[src/sv/gwp_pkg.sv]
`timescale 1ns / 1ps
`default_nettype none
// ----------------------------------------------------------------------------
// gwp_pkg
// Shared constants, codes and command/status types of the grid wave router.
// ----------------------------------------------------------------------------
package gwp_pkg;

  localparam int GRID_ROWS = 32;
  localparam int GRID_COLS = 32;
  localparam int NCELLS    = GRID_ROWS * GRID_COLS;
  localparam int CELL_W    = $clog2(NCELLS);
  localparam int CNT_W     = CELL_W + 1;
  localparam int DIST_W    = 10;
  localparam int DIM_W     = 6;
  localparam int COORD_W   = 5;

  // request codes
  localparam logic [1:0] REQ_LOAD   = 2'd0;
  localparam logic [1:0] REQ_SEARCH = 2'd1;
  localparam logic [1:0] REQ_READ   = 2'd2;
  localparam logic [1:0] REQ_SPARE  = 2'd3;

  // status codes
  localparam logic [1:0] ST_OK        = 2'd0;
  localparam logic [1:0] ST_BAD_END   = 2'd1;
  localparam logic [1:0] ST_UNREACH   = 2'd2;
  localparam logic [1:0] ST_BAD_INDEX = 2'd3;

  // result kinds
  localparam logic KIND_SEARCH = 1'b0;
  localparam logic KIND_READ   = 1'b1;

  // register indexes
  localparam logic CFG_ROWS = 1'b0;
  localparam logic CFG_COLS = 1'b1;

  typedef logic [CELL_W-1:0]  cell_t;
  typedef logic [DIST_W-1:0]  dist_t;
  typedef logic [COORD_W-1:0] coord_t;

  // commands from the controller to the datapath
  typedef struct packed {
    logic wclr;     // wall clear sweep step
    logic accept;   // input word taken
    logic chk_s;    // read wall of start
    logic chk_g;    // read wall of goal
    logic lclr;     // label clear sweep step
    logic seed;     // label start, push it
    logic pop_rd;   // read wave queue head
    logic pop_ld;   // load popped cell
    logic nb_rd;    // read neighbor wall and label
    logic nb_ev;    // label and push a free neighbor
    logic t_begin;  // start trace at goal
    logic t_step;   // store path cell, count down
    logic t_rd;     // read neighbor label in trace
    logic t_ev;     // move on a matching neighbor
    logic k_inc;    // next neighbor direction
    logic fin;      // commit path
    logic st_bad;   // endpoint outcome
    logic st_unr;   // unreachable outcome
    logic out_ld;   // load output register
  } gwp_cmd_t;

  // status from the datapath to the controller
  typedef struct packed {
    logic clr_last;
    logic range_bad;
    logic end_wall;
    logic goal_hit;
    logic fifo_empty;
    logic nb_ok;
    logic k_last;
    logic nb_free;
    logic d_zero;
    logic t_match;
    logic out_free;
  } gwp_stat_t;

  // flat cell address of a grid position
  function automatic cell_t cell_of(input coord_t y, input coord_t x);
    cell_of = CELL_W'(32'(y) * GRID_COLS + 32'(x));
  endfunction

endpackage
`default_nettype wire

[src/sv/gwp_ctrl.sv]
`timescale 1ns / 1ps
`default_nettype none
// ----------------------------------------------------------------------------
// gwp_ctrl
// Sequencer of the wave router: reset sweep, request dispatch, flood,
// trace back and result hand-off.
// ----------------------------------------------------------------------------
module gwp_ctrl (
  input  wire logic              clk,
  input  wire logic              rst,
  input  wire logic              in_valid,
  input  wire logic [1:0]        req_type,
  output logic                   in_stall,
  input  gwp_pkg::gwp_stat_t     stat,
  output gwp_pkg::gwp_cmd_t      cmd
);

  typedef enum logic [15:0] {
    S_CLEAR = 16'h0001,
    S_IDLE  = 16'h0002,
    S_CHK   = 16'h0004,
    S_CHK2  = 16'h0008,
    S_CHK3  = 16'h0010,
    S_LCLR  = 16'h0020,
    S_SEED  = 16'h0040,
    S_POP   = 16'h0080,
    S_POP2  = 16'h0100,
    S_NRD   = 16'h0200,
    S_NEV   = 16'h0400,
    S_TSTEP = 16'h0800,
    S_TRD   = 16'h1000,
    S_TEV   = 16'h2000,
    S_FIN   = 16'h4000,
    S_RES   = 16'h8000
  } state_t;

  state_t state, state_next;

  // take input words only while idle
  assign in_stall = (state != S_IDLE);

  // state register
  always_ff @(posedge clk) begin
    if (rst) begin
      state <= S_CLEAR;
    end else begin
      state <= state_next;
    end
  end

  // next state and commands
  always_comb begin
    state_next = state;
    cmd        = '0;
    case (state)
      S_CLEAR: begin
        cmd.wclr = 1'b1;
        if (stat.clr_last) state_next = S_IDLE;
      end
      S_IDLE: begin
        if (in_valid) begin
          cmd.accept = 1'b1;
          case (req_type)
            gwp_pkg::REQ_SEARCH: state_next = S_CHK;
            gwp_pkg::REQ_READ:   state_next = S_RES;
            default:             state_next = S_IDLE;
          endcase
        end
      end
      S_CHK: begin
        if (stat.range_bad) begin
          cmd.st_bad = 1'b1;
          state_next = S_RES;
        end else begin
          cmd.chk_s  = 1'b1;
          state_next = S_CHK2;
        end
      end
      S_CHK2: begin
        cmd.chk_g  = 1'b1;
        state_next = S_CHK3;
      end
      S_CHK3: begin
        if (stat.end_wall) begin
          cmd.st_bad = 1'b1;
          state_next = S_RES;
        end else begin
          state_next = S_LCLR;
        end
      end
      S_LCLR: begin
        cmd.lclr = 1'b1;
        if (stat.clr_last) state_next = S_SEED;
      end
      S_SEED: begin
        cmd.seed   = 1'b1;
        state_next = S_POP;
      end
      S_POP: begin
        if (stat.goal_hit) begin
          cmd.t_begin = 1'b1;
          state_next  = S_TSTEP;
        end else if (stat.fifo_empty) begin
          cmd.st_unr = 1'b1;
          state_next = S_RES;
        end else begin
          cmd.pop_rd = 1'b1;
          state_next = S_POP2;
        end
      end
      S_POP2: begin
        cmd.pop_ld = 1'b1;
        state_next = S_NRD;
      end
      S_NRD: begin
        if (stat.nb_ok) begin
          cmd.nb_rd  = 1'b1;
          state_next = S_NEV;
        end else if (stat.k_last) begin
          state_next = S_POP;
        end else begin
          cmd.k_inc = 1'b1;
        end
      end
      S_NEV: begin
        cmd.nb_ev = 1'b1;
        if (stat.k_last) begin
          state_next = S_POP;
        end else begin
          cmd.k_inc  = 1'b1;
          state_next = S_NRD;
        end
      end
      S_TSTEP: begin
        if (stat.d_zero) begin
          state_next = S_FIN;
        end else begin
          cmd.t_step = 1'b1;
          state_next = S_TRD;
        end
      end
      S_TRD: begin
        if (stat.nb_ok) begin
          cmd.t_rd   = 1'b1;
          state_next = S_TEV;
        end else if (stat.k_last) begin
          state_next = S_TSTEP;
        end else begin
          cmd.k_inc = 1'b1;
        end
      end
      S_TEV: begin
        cmd.t_ev = 1'b1;
        if (stat.t_match || stat.k_last) begin
          state_next = S_TSTEP;
        end else begin
          cmd.k_inc  = 1'b1;
          state_next = S_TRD;
        end
      end
      S_FIN: begin
        cmd.fin    = 1'b1;
        state_next = S_RES;
      end
      S_RES: begin
        if (stat.out_free) begin
          cmd.out_ld = 1'b1;
          state_next = S_IDLE;
        end
      end
      default: begin
        state_next = S_CLEAR;
      end
    endcase
  end

endmodule
`default_nettype wire

[config.mk]
export PLATFORM = sky130hd
export DESIGN_NAME = gwp_ctrl
export DESIGN_NICKNAME = d
export VERILOG_FILES = /design/src/sv/gwp_pkg.sv /design/src/sv/gwp_ctrl.sv
export SDC_FILE = /design/constraint.sdc
export NUM_CORES = 1
export LEC_CHECK = 0
export BUFFER_PORTS_ARGS = -buffer_cell sky130_fd_sc_hd__buf_2
export CAP_MARGIN = 20
export CORE_MARGIN = 1.5
export CORE_UTILIZATION = 47
export CTS_CLUSTER_DIAMETER = 100
export DETAILED_ROUTE_END_ITERATION = 8
export PLACE_DENSITY = 0.76
export SLEW_MARGIN = 40
export SYNTH_ARGS = -nofsm -noshare
export SYNTH_HDL_FRONTEND = slang
export SYNTH_SLANG_ARGS = --single-unit
[constraint.sdc]
create_clock -name clk -period 2.2 [get_ports clk]
set_input_delay 0.22 -clock clk [delete_from_list [all_inputs] [get_ports clk]]
set_output_delay 0.22 -clock clk [all_outputs]
set_load 0.005 [all_outputs]
* Word-level counts from Yosys, hierarchy flattened
Cells that the tools add are included.
** Storage, ports and cells
- Register bits :: 16
- Word-level logic and storage cells :: 80
- Output and inout bits :: 20
** Operators by class
- Mux-type cells :: 51
- Reductions and logical operators :: 3
- Equality and inequality tests :: 25
** Operator list (count)
- $pmux 16 s16 :: 1
- $mux 16 :: 12
- $mux 1 :: 32
- $pmux 16 s2 :: 1
- $eq 16x1->1 const B :: 1
- $eq 16x10->1 const B :: 1
- $eq 16x11->1 const B :: 1
- $eq 16x12->1 const B :: 1
- $eq 16x13->1 const B :: 1
- $eq 16x14->1 const B :: 1
- $eq 16x15->1 const B :: 1
- $eq 16x16->1 const B :: 1
- $eq 16x2->1 const B :: 1
- $eq 16x3->1 const B :: 1
- $eq 16x4->1 const B :: 1
- $eq 16x5->1 const B :: 1
- $eq 16x6->1 const B :: 1
- $eq 16x7->1 const B :: 1
- $eq 16x8->1 const B :: 1
- $eq 16x9->1 const B :: 1
- $ne 16x2->1 const B :: 1
- $mux 15 :: 1
- $mux 13 :: 1
- $mux 10 :: 1
- 9 further kinds :: 13

* Depth between registers and ports, before layout
Gate-level depths: netlist (run 1).
- Word-level depth :: 4
- Mapped depth :: 7
- Mapped depth without buffers :: 5

* Worst setup path before layout (run 1)
No wires, ideal clock.
- Path type :: register to register
- Start point :: reg state[0]
- End point :: reg state[1]
- Data arrival time :: 1.947 ns
- Setup slack :: 0.123 ns
- Setup time :: 0.130 ns
- Cell stages (with the launch flop) :: 7
- Buffers on the path :: 1
- Required time :: 2.070 ns
- Cell sequence :: dfxtp_1 -> buf_6 -> or4_4 -> or3_4 -> o32a_1 -> a32oi_1 -> a21oi_1
** Between the ends
- Longest elaborated chain between the ends :: 3
- Elaborated cells between the ends (all ways) :: 24
** Ends and longest elaborated chain
- start: declaration :: line gwp_ctrl.sv:37 : state_t state, state_next;
- start signal: assignment :: line gwp_ctrl.sv:47 : state <= state_next;
- $eq 16x10->1, or another cell as far along :: line gwp_ctrl.sv:55 : case (state)
- $ne 3x3->1 (no source line) / $ne 2x2->1 (equally long branches)
- $reduce_and 6->1 (no source line)
Parallel ways exist; a longest one is shown, timed or not.
A chain may end at the register's enable or synchronous reset.

==> results.py, run 1 <==
metrics = {
    "run_status": {
        "status": "complete, but fails checks",
        "violations": "negative setup slack",
    },
    "worst_setup_path": {
        "cp.arrival_ns": 2.05,
        "required_ns": 1.98,
        "crit_fanout": 4,
        "max_stage_delay_ns": 0.45,
        "worstSetupStartpointType": "flop",
        "rrSetupSlack_ns": 0.09,
        "endpoint": "cmd[7]",
        "critPathSlowestCell": "or4_4",
        "reg2reg_depth": 6,
        "path_class": "reg2out",
        "rr_endpoint": "state[3]$_SDFFE_PP0P_",
        "path_cells": "nor4_4 -> buf_4 -> nand4b_1 -> or4_4 -> or2_4 -> inv_2 -> buf_2",
        "cp-end-kind": "output pin",
        "setup.worst_path.start": "state[5]$_SDFFE_PP0P_",
        "r2r-start": "state[5]$_SDFFE_PP0P_",
    },
    "floorplanning": {
        "die_w_um": 55.59,
        "core_area_um2": 2545,
        "die_y_um": 55.59,
        "start_util_pct": 51.08,
        "io_pins": 36,
        "rows": 18,
        "fp.dieArea_um2": 3090,
    },
    "power_and_ir_drop": {
        "p_int_mw": 0.6761,
        "power_frac_clock_pct": 18.8,
        "power_density_nw_per_um2": 590.8,
        "cellLeakagePower_nw": 0.8501,
        "netSwitchingFraction_pct": 37.40,
        "switchingPower_mw": 0.4039,
        "power_frac_seq_pct": 31.9,
        "comb_power_share_pct": 49.3,
        "power_mw": 1.080,
        "vdd_drop_max_mv": 0.5105,
    },
    "detailed_routing": {
        "routed_wl_um": 4246,
        "routedWlPerCell_um": 16.21,
        "drt.antenna.violating_nets": 0,
        "drt_pass1_iterations": 5,
        "drcViolationCount": 0,
        "num_vias": 1627,
        "vias_per_cell": 6.210,
        "drtIter0Drc": 88,
    },
    "sta": {
        "finalCritPeriodShare_pct": 103.4,
        "fin_ws_ns": -0.07446,
        "slew_violations": 0,
        "setup_viol": 4,
        "slew_headroom_pct": 70.34,
        "finalClockSkew_ns": 0.002631,
        "rsz0062_at_grt": "true",
        "max_freq_mhz": 439.7,
        "whs_ns": 0.1107,
        "tightest_slew_ns": 0.4337,
        "finalCriticalPeriod_ns": 2.274,
        "finalHoldViolCount": 0,
        "setup_tns_ns": -0.1432,
    },
    "layout": {
        "multi_input_area_um2": 977.2,
        "nets": 251,
        "largest_reg_flops": 16,
        "fin_util_pct": 71.83,
        "top_regs": "state: 16 flops",
        "drive_above_1_share_pct": 42.24,
        "n_antenna_cell": 0,
        "area_growth_pct": 40.62,
        "fin_area_um2": 1828,
        "fill_cells": 202,
        "fin_cells": 262,
        "largest-register": "state",
        "seqCellArea_um2": 344.1,
    },
    "clocking": {
        "h-tree-depth": 1,
        "clk_pin_slew_ns": 0.10,
        "clock_sinks": 16,
        "cts-root-buf": "clkbuf_4",
        "cts_buffer_depth": 2,
        "cts_tree": "yes",
        "cts_buffers": 3,
        "ctsHoldBuffers": 0,
        "clk_latency_ns": 0.29,
    },
    "synth": {
        "synth_edf_count": 0,
        "synth-compound-area-share_pct": 14.92,
        "syn_area_um2": 1300,
        "synth_fa_ha_area_share_pct": 1.925,
        "synthCells": 180,
        "synth_common_cells": "nor2_1, dfxtp_1, inv_1",
        "synth_xor_area_share_pct": 4.716,
        "synth_cell_types": 46,
        "yosysMostFrequentCell": "nor2_1",
        "synthSimpleGateAreaFrac_pct": 44.47,
        "synth_nets": 198,
        "muxShareOfSynthArea_pct": 0,
        "syn_area_per_cell_um2": 7.222,
        "synth_warnings": 0,
        "async_reset_ff_share_pct": 0,
        "ys_ff_latch": 16,
        "synth_top_family_by_area": "simple AND/OR/NAND/NOR gates",
        "synth_top_area_share_pct": 24.64,
        "synth_area_leaders": "dfxtp_1, nor2_1, nor3_1",
        "yosys.area.top_type": "dfxtp_1",
        "synth_flop_cell": "dfxtp_1",
        "synth_seq_area_share_pct": 24.64,
    },
    "global_routing": {
        "gr-usage-met3_pct": 3.488,
        "antenna_found_initial": 0,
        "overflow": 0,
        "grt_use_total_pct": 27.45,
        "grt_pass1_wl_um": 6934,
        "use_met1_pct": 35.58,
        "top_usage_layer": "met2",
        "grt_pass1_vias": 1513,
        "grt_max_degree": 11,
        "use_met2_pct": 46.26,
    },
    "placement": {
        "dp_slack_ns": 0.05218,
        "port_buffers": 34,
        "dp.cells": 253,
        "post-dp-hpwl_um": 3041,
        "place_congestion": 0.9364,
        "place_area_um2": 1600,
    },
    "job": {
        "maxCapViolations": 0,
    },
    "worst_hold_path": {
        "hold_class": "in2reg",
    },
}
[cells in the final DEF, fill, tap and decap left out, types with 4 or more instances in the layout]
cell,n
nor3_1,11
nand3_1,9
and2_1,4
inv_1,14
nor4_4,5
a21oi_1,5
and3_1,4
xor2_1,5
buf_4,23
buf_2,34
nand2b_1,5
dfxtp_2,10
nor2_1,21
nand2_1,9
[area by class of cell]
type / instances / area share, %
inverter: 15 / 3.080
clock buffer: 4 / 1.985
multi-input combinational: 137 / 53.46
sequential: 16 / 18.82
timing repair buffer: 60 / 20.60
tap: 30 / 2.053
[per-layer routing]
| layer | part of all wire, % | vias up |
|---|---|---|
| li1 | - | 762 |
| met1 | 39 | 737 |
| met2 | 47 | 110 |
| met3 | 11 | 18 |
| met4 | 3.4 | 0 |
| met5 | 0 | - |
[timing repair]
action                                  4_1_cts  5_1_grt
endpoints found under the hold margin         0        0
setup buffers                                 3        2
endpoints found under the setup margin        9       14
gates resized for setup                      22       19
pin swaps                                     8        2
[cells by family after synthesis]
logic type | after synthesis
xor+xnor | 7
compound gates | 26
flops | 16
buf+inv | 27
simple gates | 102
fa+ha+maj | 2
[power groups by stage]
| stage | Sequential (mW) | Clock [mW] | Combinational (mW) |
|---|---|---|---|
| floorplan | 0.317 | 0 | 0.319 |
| global placement | 0.339 | 0 | 0.418 |
| detailed placement | 0.341 | 0 | 0.432 |
| CTS | 0.341 | 0.211 | 0.482 |
| global route | 0.348 | 0.214 | 0.575 |
| finish | 0.345 | 0.203 | 0.532 |
[worst min-delay path by stage]
stage                     startpoint                     to  slack (ns)  cells past startpoint
after floorplan              stat[6]  state[8]$_SDFFE_PP0P_        0.30                      1
after global placement       stat[6]  state[8]$_SDFFE_PP0P_        0.42                      2
after detailed placement     stat[9]  state[3]$_SDFFE_PP0P_        0.44                      2
after CTS                    stat[9]  state[3]$_SDFFE_PP0P_        0.11                      2
after global routing         stat[6]  state[8]$_SDFFE_PP0P_        0.12                      2
final                        stat[6]  state[8]$_SDFFE_PP0P_        0.11                      2
[worst max-delay path: cells and delay by family (launching register included)]
| family | cells | cell delay, ns |
|---|---|---|
| AND/OR/NAND/NOR | 4 | 1.11 |
| flip-flops | 1 | 0.36 |
| buffers and inverters | 3 | 0.29 |
Note: power is estimated with default switching activity, not from simulation.
==> run 2: changes to the inputs <==
CORE_UTILIZATION = 48   (was 47)
PLACE_DENSITY = 0.74   (was 0.76)
SLEW_MARGIN = 20   (was 40)
clock period = 2.6 ns   (was 2.2 ns; I/O delays follow)
==> run 2 against run 1 <==
The run now ends clean. Global-route usage shrank 2.9 points. Utilization shrank 11 points. Die area shrank 2.0%. Register-to-register slack gained 0.10 ns. Hold slack gained 0.041 ns.
==> results.py, run 2 (synthesis gave the netlist of run 1 again) <==
metrics = {
    "sta": {
        "setup_viol": 0,
        "max_freq_mhz": 403.6,
        "finalCriticalPeriod_ns": 2.478,
        "setup_tns_ns": 0,
        "finalHoldViolCount": 0,
        "finalCritPeriodShare_pct": 95.31,
        "slew_headroom_pct": 64.49,
        "tightest_slew_ns": 0.5286,
        "slew_violations": 0,
        "rsz0062_at_grt": "false",
        "fin_ws_ns": 0.1220,
        "finalClockSkew_ns": 0.004530,
    },
    "layout": {
        "drive_above_1_share_pct": 24.40,
        "mostFrequentLayoutCell": "buf_2",
        "area_growth_pct": 17.32,
        "mostFrequentLayoutCells": "buf_2, nor2_1, inv_1, dfxtp_1, nor3_1",
        "n_antenna_cell": 0,
        "multi_input_area_um2": 887.1,
        "top_regs": "state: 16 flops",
        "nets": 229,
        "fill_cells": 246,
        "fin_cells": 239,
        "seqCellArea_um2": 321.6,
        "fin_util_pct": 60.47,
        "largest-register": "state",
        "largest_reg_flops": 16,
        "fin_area_um2": 1525,
    },
    "clocking": {
        "cts_buffer_depth": 2,
        "cts_buffers": 3,
        "h-tree-depth": 1,
        "clk_latency_ns": 0.29,
        "cts-root-buf": "clkbuf_4",
        "clk_pin_slew_ns": 0.10,
        "clock_sinks": 16,
        "cts_tree": "yes",
        "cts_setup_buffers": 0,
        "ctsHoldBuffers": 0,
    },
    "worst_setup_path": {
        "max_stage_delay_ns": 0.51,
        "path_cells": "nor4_4 -> nand4b_1 -> or4_1 -> or2_2 -> inv_1 -> buf_2",
        "rrSetupSlack_ns": 0.19,
        "cp.arrival_ns": 2.22,
        "path_delay_family": "simple AND/OR/NAND/NOR gates",
        "reg2reg_depth": 5,
        "path_class": "reg2out",
        "rr_endpoint": "state[8]$_SDFFE_PP0P_",
        "crit_fanout": 10,
        "r2r-start": "state[4]$_SDFFE_PP0P_",
        "setup.worst_path.start": "state[4]$_SDFFE_PP0P_",
        "required_ns": 2.34,
        "cp-end-kind": "output pin",
        "worstSetupStartpointType": "flop",
        "crit_buf_inv": 2,
        "critPathSlowestCell": "or4_1",
    },
    "placement": {
        "place_area_um2": 1473,
        "post-dp-hpwl_um": 2692,
        "port_buffers": 34,
        "place_congestion": 0.9230,
        "dp_slack_ns": 0.2112,
        "dp.cells": 236,
    },
    "global_routing": {
        "overflow": 0,
        "antenna_found_initial": 0,
        "grt_use_total_pct": 24.59,
        "use_met1_pct": 32.85,
        "grt_pass1_vias": 1252,
        "use_met2_pct": 41.67,
        "grt_pass1_wl_um": 5368,
        "grt_max_degree": 11,
        "top_usage_layer": "met2",
        "gr-usage-met3_pct": 2.419,
    },
    "floorplanning": {
        "io_pins": 36,
        "fp.dieArea_um2": 3029,
        "die_w_um": 55.04,
        "start_util_pct": 51.54,
        "die_y_um": 55.04,
        "core_area_um2": 2522,
        "rows": 18,
    },
    "power_and_ir_drop": {
        "power_density_nw_per_um2": 501.4,
        "cellLeakagePower_nw": 0.7104,
        "vdd_drop_max_mv": 0.3159,
    },
    "worst_hold_path": {
        "min_path_cells": 2,
        "min-delay-start": "stat[9]",
        "hold_class": "in2reg",
        "holdPathEnd": "state[3]$_SDFFE_PP0P_",
    },
    "detailed_routing": {
        "drcViolationCount": 0,
        "drt.antenna.violating_nets": 0,
        "routed_wl_um": 3502,
        "drtIter0Drc": 41,
        "drt_pass1_iterations": 4,
        "routedWlPerCell_um": 14.65,
        "num_vias": 1453,
        "vias_per_cell": 6.079,
    },
    "run_status": {
        "status": "complete, no violations",
    },
    "job": {
        "maxCapViolations": 0,
    },
}
run 2: cell count changes in the layout (fill, tap and decap cells not counted), sizes merged:
cell | previous run | this run
buf | 60 | 38
clkbuf | 4 | 3
run 2: worst max path at each step:
stage / depth (start not counted) / slack (ns) / end
2_1_floorplan: 6 / 0.48 / cmd[7]
3_3_place_gp: 5 / 0.25 / state[8]$_SDFFE_PP0P_
3_5_place_dp: 5 / 0.21 / state[8]$_SDFFE_PP0P_
4_1_cts: 6 / 0.04 / cmd[7]
5_1_grt: 6 / 0.03 / cmd[7]
6_report: 6 / 0.12 / cmd[7]
run 2: cell type report:
cell class / instances / share of cell area (%)
clock buffer: 3 / 1.477
inverter: 15 / 3.692
multi-input combinational: 137 / 58.16
sequential: 16 / 21.08
tap: 30 / 2.461
timing repair buffer: 38 / 13.13
run 2: stage by stage:
step                hold slack (ns)  power [mW]
floorplan                    0.3358      0.5389
global placement             0.4565      0.5988
detailed placement           0.4640      0.6063
CTS                          0.1499      0.7457
global route                 0.1608      0.8128
finish                       0.1519      0.7648
run 2: what timing repair did:
action                     4_1_cts  5_1_grt
gates resized for setup          1        4
pin swaps                        0        0
setup endpoints to repair        1        4
run 2: report_power, final:
group	internal [mW]	leakage (nW)	total, mW	switching, mW
Sequential	0.261	0.129	0.304	0.0435
Combinational	0.153	0.567	0.320	0.167
Clock	0.0540	0.0138	0.140	0.0859
Total	0.468	0.710	0.765	0.297
run 2: metal layers:
layer,share of wire (%),vias up
met1,44,691
li1,-,711
met5,0,-
met2,49,46
met4,1.0,0
met3,6.2,5
